## config.mk

```make
export PLATFORM = sky130hd
export DESIGN_NAME = phy_medium_state_tracker_core
export DESIGN_NICKNAME = d
export VERILOG_FILES = /design/src/rtl/pmst_pkg.sv /design/src/rtl/pmst_front.sv /design/src/rtl/pmst_queue.sv /design/src/rtl/pmst_back.sv /design/src/rtl/phy_medium_state_tracker_core.sv
export SDC_FILE = /design/constraint.sdc
export NUM_CORES = 2
export LEC_CHECK = 0
export BUFFER_PORTS_ARGS = -buffer_cell sky130_fd_sc_hd__buf_2
export CORE_UTILIZATION = 55
export CTS_CLUSTER_SIZE = 8
export DETAILED_ROUTE_END_ITERATION = 10
export PLACE_DENSITY = 0.7
export SLEW_MARGIN = 0
export SYNTH_ARGS = -nofsm -noshare
export SYNTH_HDL_FRONTEND = slang
export SYNTH_SLANG_ARGS = --single-unit
```

## constraint.sdc

```tcl
create_clock -name clk -period 16.5 [get_ports clk]
set_input_delay 0.825 -clock clk [delete_from_list [all_inputs] [get_ports clk]]
set_output_delay 0.825 -clock clk [all_outputs]
set_load 0.02 [all_outputs]
```

## src/rtl/pmst_pkg.sv

```systemverilog
// Shared types and constants of the medium state tracker.
// Used by the front, queue, back, top level and checker; depends on nothing.
package pmst_pkg;

  typedef enum logic [2:0] {
    CMD_TX     = 3'd0,
    CMD_RX     = 3'd1,
    CMD_SW     = 3'd2,
    CMD_RX_OK  = 3'd3,
    CMD_RX_ERR = 3'd4,
    CMD_CCA    = 3'd5,
    CMD_QUERY  = 3'd6
  } pmst_cmd_t;

  typedef enum logic [2:0] {
    ST_IDLE = 3'd0,
    ST_CCA  = 3'd1,
    ST_TX   = 3'd2,
    ST_RX   = 3'd3,
    ST_SW   = 3'd4
  } pmst_state_t;

  typedef enum logic [1:0] {
    RXO_NONE = 2'd0,
    RXO_OK   = 2'd1,
    RXO_ERR  = 2'd2
  } pmst_rxo_t;

  typedef enum logic [3:0] {
    B_EVAL = 4'b0001,
    B_CUR  = 4'b0010,
    B_REC  = 4'b0100,
    B_STAT = 4'b1000
  } pmst_bst_t;

  // Decoded command; all flags low means a status query.
  typedef struct packed {
    logic tx;
    logic rx;
    logic sw;
    logic rx_end;
    logic rx_fail;
    logic cca;
  } pmst_cls_t;

  localparam int CLS_W = $bits(pmst_cls_t);

  localparam int QDEPTH = 2;
  localparam int QPTR_W = $clog2(QDEPTH);

  // Record slots, emitted in this order.
  localparam int REC_HIST  = 0;
  localparam int REC_IDLE  = 1;
  localparam int REC_CCA   = 2;
  localparam int REC_RX    = 3;
  localparam int REC_NEW   = 4;
  localparam int REC_SLOTS = 5;

  typedef logic [REC_SLOTS-1:0] pmst_recmask_t;

endpackage

```

## src/rtl/pmst_front.sv

```systemverilog
// Front end of the medium state tracker: input handshake, command decode and
// saturated end time. Depends on pmst_pkg.
module pmst_front #(
  parameter int TIME_BITS = 48,
  parameter int DUR_BITS  = 32
) (
  input  logic                  in_valid,
  output logic                  in_ready,
  input  logic [2:0]            in_cmd,
  input  logic [TIME_BITS-1:0]  in_now,
  input  logic [DUR_BITS-1:0]   in_dur,
  input  logic                  q_full,
  output logic                  q_push,
  output pmst_pkg::pmst_cls_t   q_cls,
  output logic [TIME_BITS-1:0]  q_fin
);
  import pmst_pkg::*;

  localparam int SUM_W = ((TIME_BITS > DUR_BITS) ? TIME_BITS : DUR_BITS) + 1;

  logic [SUM_W-1:0] sum;

  assign in_ready = !q_full;
  assign q_push   = in_valid && !q_full;

  // Clamp now + duration to the top of the time range.
  assign sum   = SUM_W'(in_now) + SUM_W'(in_dur);
  assign q_fin = (|sum[SUM_W-1:TIME_BITS]) ? '1 : sum[TIME_BITS-1:0];

  always_comb begin
    q_cls = '0;
    unique case (in_cmd) inside
      CMD_TX:    q_cls.tx  = 1'b1;
      CMD_RX:    q_cls.rx  = 1'b1;
      CMD_SW:    q_cls.sw  = 1'b1;
      CMD_RX_OK, CMD_RX_ERR: begin
        q_cls.rx_end  = 1'b1;
        q_cls.rx_fail = (in_cmd == CMD_RX_ERR);
      end
      CMD_CCA:   q_cls.cca = 1'b1;
      CMD_QUERY: q_cls     = '0;
      default:   q_cls     = '0;
    endcase
  end

endmodule

```

## src/rtl/pmst_queue.sv

```systemverilog
// Short queue between the front and back ends of the medium state tracker.
// Depends on pmst_pkg for its depth.
module pmst_queue #(
  parameter int DW = 102
) (
  input  logic          clk,
  input  logic          rst_n,
  input  logic          push,
  input  logic [DW-1:0] push_data,
  output logic          full,
  input  logic          pop,
  output logic          valid,
  output logic [DW-1:0] pop_data
);
  import pmst_pkg::*;

  logic [DW-1:0]     mem_r [QDEPTH];
  logic [QPTR_W-1:0] wr_ptr_r, wr_ptr_nxt;
  logic [QPTR_W-1:0] rd_ptr_r, rd_ptr_nxt;
  logic [QPTR_W:0]   cnt_r, cnt_nxt;
  logic              do_push, do_pop;

  assign full     = (cnt_r == (QPTR_W + 1)'(QDEPTH));
  assign valid    = (cnt_r != '0);
  assign pop_data = mem_r[rd_ptr_r];
  assign do_push  = push && !full;
  assign do_pop   = pop && valid;

  always_comb begin
    wr_ptr_nxt = do_push ? wr_ptr_r + 1'b1 : wr_ptr_r;
    rd_ptr_nxt = do_pop ? rd_ptr_r + 1'b1 : rd_ptr_r;
    cnt_nxt    = cnt_r;
    if (do_push && !do_pop) begin
      cnt_nxt = cnt_r + 1'b1;
    end else if (do_pop && !do_push) begin
      cnt_nxt = cnt_r - 1'b1;
    end
  end

  always_ff @(posedge clk) begin
    if (!rst_n) begin
      wr_ptr_r <= '0;
      rd_ptr_r <= '0;
      cnt_r    <= '0;
    end else begin
      wr_ptr_r <= wr_ptr_nxt;
      rd_ptr_r <= rd_ptr_nxt;
      cnt_r    <= cnt_nxt;
    end
  end

  always_ff @(posedge clk) begin
    if (do_push) begin
      mem_r[wr_ptr_r] <= push_data;
    end
  end

endmodule

```

## src/rtl/pmst_back.sv

```systemverilog
// Back end of the medium state tracker: medium state, event sequencer and
// output register. Depends on pmst_pkg.
module pmst_back #(
  parameter int TIME_BITS = 48
) (
  input  logic                  clk,
  input  logic                  rst_n,
  input  logic                  q_valid,
  input  pmst_pkg::pmst_cls_t   q_cls,
  input  logic [TIME_BITS-1:0]  q_now,
  input  logic [TIME_BITS-1:0]  q_fin,
  output logic                  q_pop,
  input  logic                  out_ready,
  output logic                  out_valid,
  output logic                  out_status,
  output logic [2:0]            out_rec_state,
  output logic [TIME_BITS-1:0]  out_rec_start,
  output logic [TIME_BITS-1:0]  out_rec_length,
  output logic [2:0]            out_cur_state,
  output logic [TIME_BITS-1:0]  out_delay,
  output logic [TIME_BITS-1:0]  out_age,
  output logic [TIME_BITS-1:0]  out_last_rx_begin,
  output logic                  out_error,
  output logic [1:0]            out_rx_outcome
);
  import pmst_pkg::*;

  typedef logic [TIME_BITS-1:0] tstamp_t;

  function automatic tstamp_t f_max(tstamp_t a, tstamp_t b);
    return (a > b) ? a : b;
  endfunction

  function automatic tstamp_t f_sat_sub(tstamp_t a, tstamp_t b);
    return (a > b) ? a - b : '0;
  endfunction

  // Medium state
  logic    rx_active_r, rx_active_nxt;
  tstamp_t tx_end_r, tx_end_nxt;
  tstamp_t rx_end_r, rx_end_nxt;
  tstamp_t cca_end_r, cca_end_nxt;
  tstamp_t sw_end_r, sw_end_nxt;
  tstamp_t rx_begin_r, rx_begin_nxt;
  tstamp_t cca_begin_r, cca_begin_nxt;
  tstamp_t last_change_r, last_change_nxt;

  // Sequencer and per-item work registers
  pmst_bst_t     bst_r, bst_nxt;
  pmst_recmask_t mask_r, mask_nxt;
  tstamp_t       t_r, t_nxt;
  tstamp_t       fin_r, fin_nxt;
  tstamp_t       bs_r, bs_nxt;
  tstamp_t       idf_r, idf_nxt;
  pmst_state_t   new_st_r, new_st_nxt;
  logic          err_r, err_nxt;
  pmst_rxo_t     rxo_r, rxo_nxt;
  pmst_state_t   cur_r, cur_nxt;
  tstamp_t       sel_end_r, sel_end_nxt;
  tstamp_t       age_r, age_nxt;

  // Output register
  logic          o_valid_r;
  logic          o_status_r;
  logic [2:0]    o_rst_r;
  tstamp_t       o_rstart_r, o_rlen_r;
  logic [2:0]    o_cur_r;
  tstamp_t       o_delay_r, o_age_r, o_lrb_r;
  logic          o_err_r;
  logic [1:0]    o_rxo_r;

  // Evaluation of the item at the queue head
  pmst_state_t   st_ev;
  logic          err_ev, close_ev, idle_close_ev, ccadom_ev;
  tstamp_t       bs_ev, idf_ev;
  pmst_recmask_t mask_ev;

  // Status and record selection
  pmst_state_t   st_cur;
  tstamp_t       sel_cur;
  pmst_recmask_t rec_hit, mask_rest;
  pmst_state_t   rec_st;
  tstamp_t       rec_a, rec_b;

  logic o_free, load_rec, load_stat;

  assign o_free = !o_valid_r || out_ready;

  always_comb begin
    if (tx_end_r > q_now) begin
      st_ev = ST_TX;
    end else if (rx_active_r) begin
      st_ev = ST_RX;
    end else if (sw_end_r > q_now) begin
      st_ev = ST_SW;
    end else if (cca_end_r > q_now) begin
      st_ev = ST_CCA;
    end else begin
      st_ev = ST_IDLE;
    end
  end

  assign err_ev = ((q_cls.tx || q_cls.sw) && (st_ev == ST_TX || st_ev == ST_SW))
               || (q_cls.rx && !(st_ev == ST_IDLE || st_ev == ST_CCA))
               || (q_cls.rx_end && st_ev != ST_RX);

  assign close_ev      = (q_cls.tx || q_cls.sw || q_cls.rx) && !err_ev;
  assign idle_close_ev = (close_ev || q_cls.cca) && st_ev == ST_IDLE;
  assign bs_ev         = f_max(f_max(tx_end_r, rx_end_r), f_max(cca_begin_r, sw_end_r));
  assign idf_ev        = f_max(f_max(cca_end_r, rx_end_r), f_max(tx_end_r, sw_end_r));
  assign ccadom_ev     = (cca_end_r > rx_end_r) && (cca_end_r > sw_end_r)
                      && (cca_end_r > tx_end_r);

  always_comb begin
    mask_ev           = '0;
    mask_ev[REC_HIST] = idle_close_ev && ccadom_ev;
    mask_ev[REC_IDLE] = idle_close_ev;
    mask_ev[REC_CCA]  = close_ev && st_ev == ST_CCA;
    mask_ev[REC_RX]   = (close_ev && st_ev == ST_RX) || (q_cls.rx_end && !err_ev);
    mask_ev[REC_NEW]  = (q_cls.tx || q_cls.sw) && !err_ev;
  end

  // State after the update, seen from the item's time stamp
  always_comb begin
    if (tx_end_r > t_r) begin
      st_cur  = ST_TX;
      sel_cur = tx_end_r;
    end else if (rx_active_r) begin
      st_cur  = ST_RX;
      sel_cur = rx_end_r;
    end else if (sw_end_r > t_r) begin
      st_cur  = ST_SW;
      sel_cur = sw_end_r;
    end else if (cca_end_r > t_r) begin
      st_cur  = ST_CCA;
      sel_cur = cca_end_r;
    end else begin
      st_cur  = ST_IDLE;
      sel_cur = '0;
    end
  end

  // Take the lowest pending record slot
  always_comb begin
    rec_hit = '0;
    rec_st  = ST_IDLE;
    rec_a   = t_r;
    rec_b   = t_r;
    if (mask_r[REC_HIST]) begin
      rec_hit[REC_HIST] = 1'b1;
      rec_st = ST_CCA;
      rec_a  = bs_r;
      rec_b  = idf_r;
    end else if (mask_r[REC_IDLE]) begin
      rec_hit[REC_IDLE] = 1'b1;
      rec_st = ST_IDLE;
      rec_a  = idf_r;
    end else if (mask_r[REC_CCA]) begin
      rec_hit[REC_CCA] = 1'b1;
      rec_st = ST_CCA;
      rec_a  = bs_r;
    end else if (mask_r[REC_RX]) begin
      rec_hit[REC_RX] = 1'b1;
      rec_st = ST_RX;
      rec_a  = rx_begin_r;
    end else if (mask_r[REC_NEW]) begin
      rec_hit[REC_NEW] = 1'b1;
      rec_st = new_st_r;
      rec_b  = fin_r;
    end
  end

  assign mask_rest = mask_r & ~rec_hit;

  always_comb begin
    bst_nxt         = bst_r;
    mask_nxt        = mask_r;
    q_pop           = 1'b0;
    load_rec        = 1'b0;
    load_stat       = 1'b0;
    t_nxt           = t_r;
    fin_nxt         = fin_r;
    bs_nxt          = bs_r;
    idf_nxt         = idf_r;
    new_st_nxt      = new_st_r;
    err_nxt         = err_r;
    rxo_nxt         = rxo_r;
    cur_nxt         = cur_r;
    sel_end_nxt     = sel_end_r;
    age_nxt         = age_r;
    rx_active_nxt   = rx_active_r;
    tx_end_nxt      = tx_end_r;
    rx_end_nxt      = rx_end_r;
    cca_end_nxt     = cca_end_r;
    sw_end_nxt      = sw_end_r;
    rx_begin_nxt    = rx_begin_r;
    cca_begin_nxt   = cca_begin_r;
    last_change_nxt = last_change_r;

    unique case (bst_r)
      B_EVAL: begin
        if (q_valid) begin
          q_pop      = 1'b1;
          t_nxt      = q_now;
          fin_nxt    = q_fin;
          bs_nxt     = bs_ev;
          idf_nxt    = idf_ev;
          mask_nxt   = mask_ev;
          new_st_nxt = q_cls.tx ? ST_TX : ST_SW;
          err_nxt    = err_ev;
          rxo_nxt    = RXO_NONE;
          if (q_cls.rx_end && !err_ev) begin
            rxo_nxt = q_cls.rx_fail ? RXO_ERR : RXO_OK;
          end
          // Apply the event; an illegal one changes nothing
          if (!err_ev) begin
            if (q_cls.tx || q_cls.sw || q_cls.rx || q_cls.rx_end) begin
              last_change_nxt = q_now;
            end
            if ((q_cls.tx || q_cls.sw) && st_ev == ST_RX) begin
              rx_active_nxt = 1'b0;
              rx_end_nxt    = q_now;
            end
            if (q_cls.tx) begin
              tx_end_nxt = q_fin;
            end
            if (q_cls.sw) begin
              sw_end_nxt = q_fin;
              if (q_now < cca_end_r) begin
                cca_end_nxt = q_now;
              end
            end
            if (q_cls.rx) begin
              rx_active_nxt = 1'b1;
              rx_begin_nxt  = q_now;
              rx_end_nxt    = q_fin;
            end
            if (q_cls.rx_end) begin
              rx_active_nxt = 1'b0;
              rx_end_nxt    = q_now;
            end
            if (q_cls.cca) begin
              if (st_ev != ST_CCA) begin
                cca_begin_nxt = q_now;
              end
              cca_end_nxt = f_max(cca_end_r, q_fin);
            end
          end
          bst_nxt = B_CUR;
        end
      end
      B_CUR: begin
        cur_nxt     = st_cur;
        sel_end_nxt = sel_cur;
        age_nxt     = f_sat_sub(t_r, last_change_r);
        bst_nxt     = (mask_r != '0) ? B_REC : B_STAT;
      end
      B_REC: begin
        if (o_free) begin
          load_rec = 1'b1;
          mask_nxt = mask_rest;
          if (mask_rest == '0) begin
            bst_nxt = B_STAT;
          end
        end
      end
      B_STAT: begin
        if (o_free) begin
          load_stat = 1'b1;
          bst_nxt   = B_EVAL;
        end
      end
      default: bst_nxt = B_EVAL;
    endcase
  end

  always_ff @(posedge clk) begin
    if (!rst_n) begin
      bst_r         <= B_EVAL;
      mask_r        <= '0;
      o_valid_r     <= 1'b0;
      rx_active_r   <= 1'b0;
      tx_end_r      <= '0;
      rx_end_r      <= '0;
      cca_end_r     <= '0;
      sw_end_r      <= '0;
      rx_begin_r    <= '0;
      cca_begin_r   <= '0;
      last_change_r <= '0;
    end else begin
      bst_r         <= bst_nxt;
      mask_r        <= mask_nxt;
      rx_active_r   <= rx_active_nxt;
      tx_end_r      <= tx_end_nxt;
      rx_end_r      <= rx_end_nxt;
      cca_end_r     <= cca_end_nxt;
      sw_end_r      <= sw_end_nxt;
      rx_begin_r    <= rx_begin_nxt;
      cca_begin_r   <= cca_begin_nxt;
      last_change_r <= last_change_nxt;
      if (load_rec || load_stat) begin
        o_valid_r <= 1'b1;
      end else if (out_ready) begin
        o_valid_r <= 1'b0;
      end
    end
  end

  always_ff @(posedge clk) begin
    t_r       <= t_nxt;
    fin_r     <= fin_nxt;
    bs_r      <= bs_nxt;
    idf_r     <= idf_nxt;
    new_st_r  <= new_st_nxt;
    err_r     <= err_nxt;
    rxo_r     <= rxo_nxt;
    cur_r     <= cur_nxt;
    sel_end_r <= sel_end_nxt;
    age_r     <= age_nxt;
    if (load_rec) begin
      o_status_r <= 1'b0;
      o_rst_r    <= rec_st;
      o_rstart_r <= rec_a;
      o_rlen_r   <= f_sat_sub(rec_b, rec_a);
      o_cur_r    <= ST_IDLE;
      o_delay_r  <= '0;
      o_age_r    <= '0;
      o_lrb_r    <= '0;
      o_err_r    <= 1'b0;
      o_rxo_r    <= RXO_NONE;
    end else if (load_stat) begin
      o_status_r <= 1'b1;
      o_rst_r    <= ST_IDLE;
      o_rstart_r <= '0;
      o_rlen_r   <= '0;
      o_cur_r    <= cur_r;
      o_delay_r  <= f_sat_sub(sel_end_r, t_r);
      o_age_r    <= age_r;
      o_lrb_r    <= rx_begin_r;
      o_err_r    <= err_r;
      o_rxo_r    <= rxo_r;
    end
  end

  assign out_valid         = o_valid_r;
  assign out_status        = o_status_r;
  assign out_rec_state     = o_rst_r;
  assign out_rec_start     = o_rstart_r;
  assign out_rec_length    = o_rlen_r;
  assign out_cur_state     = o_cur_r;
  assign out_delay         = o_delay_r;
  assign out_age           = o_age_r;
  assign out_last_rx_begin = o_lrb_r;
  assign out_error         = o_err_r;
  assign out_rx_outcome    = o_rxo_r;

endmodule

```

## src/rtl/phy_medium_state_tracker_core.sv

```systemverilog
// Radio medium state tracker. Each input transfer is one event (command, time
// stamp, duration); the block answers with zero to three interval records
// (start, length, state of intervals that closed or were opened with a known
// length) followed by one status item (current state, delay to idle, time in
// state, last reception start, error flag, reception outcome).
// Input channel in_*: decoded and written into a two-entry queue; in_tready
// drops only while that queue is full.
// Output channel out_*: out_tuser is 0 on a record and 1 on the status item,
// out_tlast marks the status item, which always closes an event's results.
// Sequencing: the back end takes each event through evaluation, state capture,
// one step per record and a status step, and takes the next event only after
// loading that status item; the sequencer emits one result per cycle through a
// single output register while out_tready stays high.
// Stalls: while out_tready is low the output register holds its item, the
// sequencer waits and the queue keeps taking events until it is full.
// Reset (rst_n low, synchronous) clears all end and start times, the
// reception flag, the queue and the output valid.
// Depends on pmst_pkg, pmst_front, pmst_queue and pmst_back.
module phy_medium_state_tracker_core #(
  parameter int TIME_BITS = 48,
  parameter int DUR_BITS  = 32
) (
  input  logic                                    clk,
  input  logic                                    rst_n,
  input  logic                                    in_tvalid,
  output logic                                    in_tready,
  // cmd, now, duration (lowest bits first)
  input  logic [((3 + TIME_BITS + DUR_BITS + 7) / 8) * 8 - 1:0] in_tdata,
  output logic                                    out_tvalid,
  input  logic                                    out_tready,
  // rec_state, rec_start, rec_length, cur_state, delay_to_idle, state_age,
  // last_rx_begin, error, rx_outcome (lowest bits first)
  output logic [((9 + 5 * TIME_BITS + 7) / 8) * 8 - 1:0] out_tdata,
  // kind
  output logic                                    out_tuser,
  output logic                                    out_tlast
);
  import pmst_pkg::*;

  localparam int OUT_W = ((9 + 5 * TIME_BITS + 7) / 8) * 8;
  localparam int DW    = CLS_W + 2 * TIME_BITS;

  logic [2:0]           in_cmd;
  logic [TIME_BITS-1:0] in_now;
  logic [DUR_BITS-1:0]  in_dur;

  pmst_cls_t            f_cls, b_cls;
  logic [TIME_BITS-1:0] f_fin, b_now, b_fin;
  logic                 q_push, q_full, q_pop, q_valid;
  logic [DW-1:0]        q_wdata, q_rdata;

  logic                 b_status, b_error;
  logic [2:0]           b_rec_state, b_cur_state;
  logic [1:0]           b_rx_outcome;
  logic [TIME_BITS-1:0] b_rec_start, b_rec_length, b_delay, b_age, b_lrb;

  assign in_cmd = in_tdata[2:0];
  assign in_now = in_tdata[3 +: TIME_BITS];
  assign in_dur = in_tdata[3 + TIME_BITS +: DUR_BITS];

  pmst_front #(
    .TIME_BITS (TIME_BITS),
    .DUR_BITS  (DUR_BITS)
  ) u_front (
    .in_valid (in_tvalid),
    .in_ready (in_tready),
    .in_cmd   (in_cmd),
    .in_now   (in_now),
    .in_dur   (in_dur),
    .q_full   (q_full),
    .q_push   (q_push),
    .q_cls    (f_cls),
    .q_fin    (f_fin)
  );

  assign q_wdata = {f_cls, in_now, f_fin};

  pmst_queue #(
    .DW (DW)
  ) u_queue (
    .clk       (clk),
    .rst_n     (rst_n),
    .push      (q_push),
    .push_data (q_wdata),
    .full      (q_full),
    .pop       (q_pop),
    .valid     (q_valid),
    .pop_data  (q_rdata)
  );

  assign b_cls = q_rdata[DW-1 -: CLS_W];
  assign b_now = q_rdata[TIME_BITS +: TIME_BITS];
  assign b_fin = q_rdata[TIME_BITS-1:0];

  pmst_back #(
    .TIME_BITS (TIME_BITS)
  ) u_back (
    .clk               (clk),
    .rst_n             (rst_n),
    .q_valid           (q_valid),
    .q_cls             (b_cls),
    .q_now             (b_now),
    .q_fin             (b_fin),
    .q_pop             (q_pop),
    .out_ready         (out_tready),
    .out_valid         (out_tvalid),
    .out_status        (b_status),
    .out_rec_state     (b_rec_state),
    .out_rec_start     (b_rec_start),
    .out_rec_length    (b_rec_length),
    .out_cur_state     (b_cur_state),
    .out_delay         (b_delay),
    .out_age           (b_age),
    .out_last_rx_begin (b_lrb),
    .out_error         (b_error),
    .out_rx_outcome    (b_rx_outcome)
  );

  assign out_tdata = OUT_W'({b_rx_outcome, b_error, b_lrb, b_age, b_delay, b_cur_state,
                             b_rec_length, b_rec_start, b_rec_state});
  assign out_tuser = b_status;
  assign out_tlast = b_status;

endmodule

```

==> reports/qor.csv <==
stage,metric,value,unit
route,Detailed Route WL,260000,µm
route,drt first-iter violations,7223,
cells_and_area,max reg flops,204,
route,drt via density,6.41,
cts,postcts setup bufs,0,
critical_path,CP arrival,8740,ps
cts,CTS tree,yes,
die,# rows,132,
die,die height,364,µm
cts,"CTS clk-pin slew, worst paths",60,ps
grt,GRT busiest layer,met1,
cells_and_area,NumNets Final,8732,
placement,Final GP Congestion,1.06,
cells_and_area,"Design Area, Final",80600,µm²
sta,headroom to the max-slew limit,0.167,
critical_path,CP required,17040,ps
logic_synthesis,"Top FF cell, synth",edfxtp_1,
grt,first-pass GRT wire length,372000,µm
logic_synthesis,Syn Std Cell Area,72100,µm²
die,CORE AREA,130000,µm²
cts,# resized after CTS,0,
placement,Cells after DPL,9320,
min_path,min-delay worst type,primary input to register,
critical_path,depth of the most critical reg-to-reg path,22,
die,die area,132000,µm²
cts,Worst-Skew Late Latency,840,ps
cells_and_area,ratio of cells with drive above 1 in the final layout,0.0919,
critical_path,CP Launch Point,u_back.sw_end_r[41],
sta,"Hold Vio Cnt, Final",0,
grt,initial antenna violation count,7,
critical_path,Worst Setup End Kind,register,
sta,fmax,122,MHz
critical_path,startpoint types,register,
die,Starting Density,0.555,
route,residual DRC count,0,
logic_synthesis,Post-synth EDFFs,599,
route,Routed Antenna Nets,0,
logic_synthesis,synthesis-stage register bit count,1102,
sta,Final Max Tran Viols,0,
min_path,HP Start,in_tdata[21],
cells_and_area,most frequent cells in the layout,"ha_1 (897), nand2_1 (773), mux2i_1 (678)",
placement,HPWL after detailed placement,203000,µm
cells_and_area,final std cells w/o fill,9613,
placement,Port Buffers,339,
route,routed via count,61700,
logic_synthesis,Yosys cell types,94,
cts,# clock sinks,1102,
route,Routed WL per cell,27.1,µm
cts,Max clock buf depth,3,
grt,M1 GR Usage,0.564,
cells_and_area,area grow syn2layout,11.8,%
flow_run,Max-cap violations,0,
grt,largest net degree at the start of global routing,152,
min_path,WHS Path Cells,1,
critical_path,Critical Path Fanout Max,35,
route,drt first pass iters,6,
min_path,worst min-delay path endpoint,u_queue.mem_r[1][66],
cells_and_area,"commonest non-fill, non-tap cell in the layout",ha_1,
run_status,status,completed,
sta,RSZ-0062 raised after global routing,false,
sta,setup total negative slack,0,ps
critical_path,type of the worst setup path,register to register,
sta,Tcrit/Tclk final,0.497,
cells_and_area,largest reg by FF count,u_queue.mem_r,
logic_synthesis,sequential area share after synthesis,0.389,
cts,Num CTS Buffers,158,
grt,met2 Track Usage GR,0.532,
grt,total grt overflow,0,
grt,GR Util All Layers,0.383,
grt,vias in the first global route,56600,
cells_and_area,fin util,0.621,
critical_path,Worst R2R Start,u_back.sw_end_r[41],
sta,fin crit period,8210,ps
placement,dpl cell area,75700,µm²
sta,final-report setup violation count,0,
cts,CTS Root Cell,clkbuf_16,
sta,skew final,59.5,ps
grt,grt met3 use,0.105,
cts,# H-tree levels,4,
logic_synthesis,Avg Inst Size Synth,9.64,µm²
cts,CTS Hold Bufs,0,
die,IO Count,352,
logic_synthesis,Mapped Cells,7477,
die,die width,364,µm
logic_synthesis,yosys warns,0,
logic_synthesis,async set or reset register ratio after synthesis,0,
sta,Slew @ Worst Pin,1250,ps
critical_path,flop2flop setup slack,8290,ps
critical_path,worst r2r dst,u_back.idf_r[16],
[layer usage]
layer	up-vias	share of wire
met5	-	0.000065
met4	2	0.034
met3	354	0.13
met2	3392	0.40
met1	29700	0.44
li1	28200	-
[final cells by class]
| cell class | count | area, µm² |
|---|---|---|
| Clock buffer | 274 | 4460 |
| Multi-Input combinational cell | 5519 | 40900 |
| Clock inverter | 15 | 429 |
| Antenna cell | 3 | 7.51 |
| Tap cell | 1742 | 2180 |
| Timing Repair Buffer | 459 | 2650 |
| Sequential cell | 1102 | 28100 |
| Fill cell | 11000 | 49200 |
| Inverter | 499 | 1890 |
[how the worst max path moves through the flow]
stage / to / slack, ps
after floorplan: u_back.bst_r[2] / 4540
after global placement: u_back.idf_r[16] / 8460
after detailed placement: u_back.idf_r[16] / 8450
after CTS: u_back.idf_r[16] / 8410
after global routing: u_back.idf_r[16] / 8190
final: u_back.idf_r[16] / 8290
[through the flow]
step	hold slack, ps	worst slack, ps
6_report	236	8290
5_1_grt	207	8190
4_1_cts	187	8410
3_5_place_dp	450	8450
3_3_place_gp	446	8460
2_1_floorplan	438	4540
[critical path: stages (launching register included)]
cell	delay (ps)
dfxtp_1	510
inv_1	190
ha_1	330
and4_1	220
nand3_1	150
nor3_1	510
nand2_1	330
a311o_1	390
a21oi_4	620
buf_4	690
mux2i_1	320
ha_1	270
nor2b_1	130
o21a_1	170
o211ai_1	160
a311oi_1	130
a211oi_1	210
o21ai_0	440
a211oi_1	350
o21ai_0	140
nand3_2	460
buf_4	600
mux2i_1	530
[logic make-up (layout without fill, tap and decap cells)]
logic type               after synthesis  after routing  share of synthesized area
multiplexers                         688            688                     0.0957
adder cells (fa/ha/maj)              902            902                      0.157
AND/OR/NAND/NOR                     1933           1933                      0.122
AO/OA/AOI/OAI                       1839           1839                      0.170
buffers and inverters                862           1247                     0.0477
other                                  1             10                  0.0000520
XOR/XNOR                             150            150                     0.0182
flip-flops                          1102           1102                      0.389
[Yosys cell counts, drive strengths merged, types with 7 or more instances]
cell / count / area, µm²
mux2i: 680 / 6810
o31ai: 66 / 500
xor2: 75 / 657
o21bai: 21 / 158
a22o: 147 / 1290
a211oi: 191 / 1440
and2: 17 / 106
nand4: 223 / 1400
o21ai: 342 / 1710
a211o: 9 / 78.8
a21o: 264 / 1980
a2111oi: 13 / 133
a41oi: 9 / 97.6
o41ai: 7 / 76.3
o31a: 10 / 87.6
dfxtp: 503 / 10100
and3: 33 / 206
ha: 897 / 11200
o211ai: 80 / 601
xnor2: 75 / 657
nor2b: 72 / 450
nor4b: 9 / 78.8
nand3: 90 / 450
nand2b: 31 / 194
o221ai: 8 / 70.1
mux2: 8 / 90.1
o21a: 55 / 413
nor2: 467 / 1760
a221oi: 15 / 138
or3: 14 / 87.6
nor3: 130 / 651
edfxtp: 599 / 18000
and4: 9 / 78.8
inv: 498 / 1870
o22ai: 51 / 319
buf: 125 / 672
nor3b: 8 / 60.1
nor4: 28 / 194
a31oi: 90 / 584
or2: 10 / 62.6
a21oi: 408 / 2050
clkbuf: 238 / 893
nand2: 776 / 2910
Power is left out: the tool's default activity adds up to more than one toggle a clock period on the data nets, which glitch-free logic cannot reach.
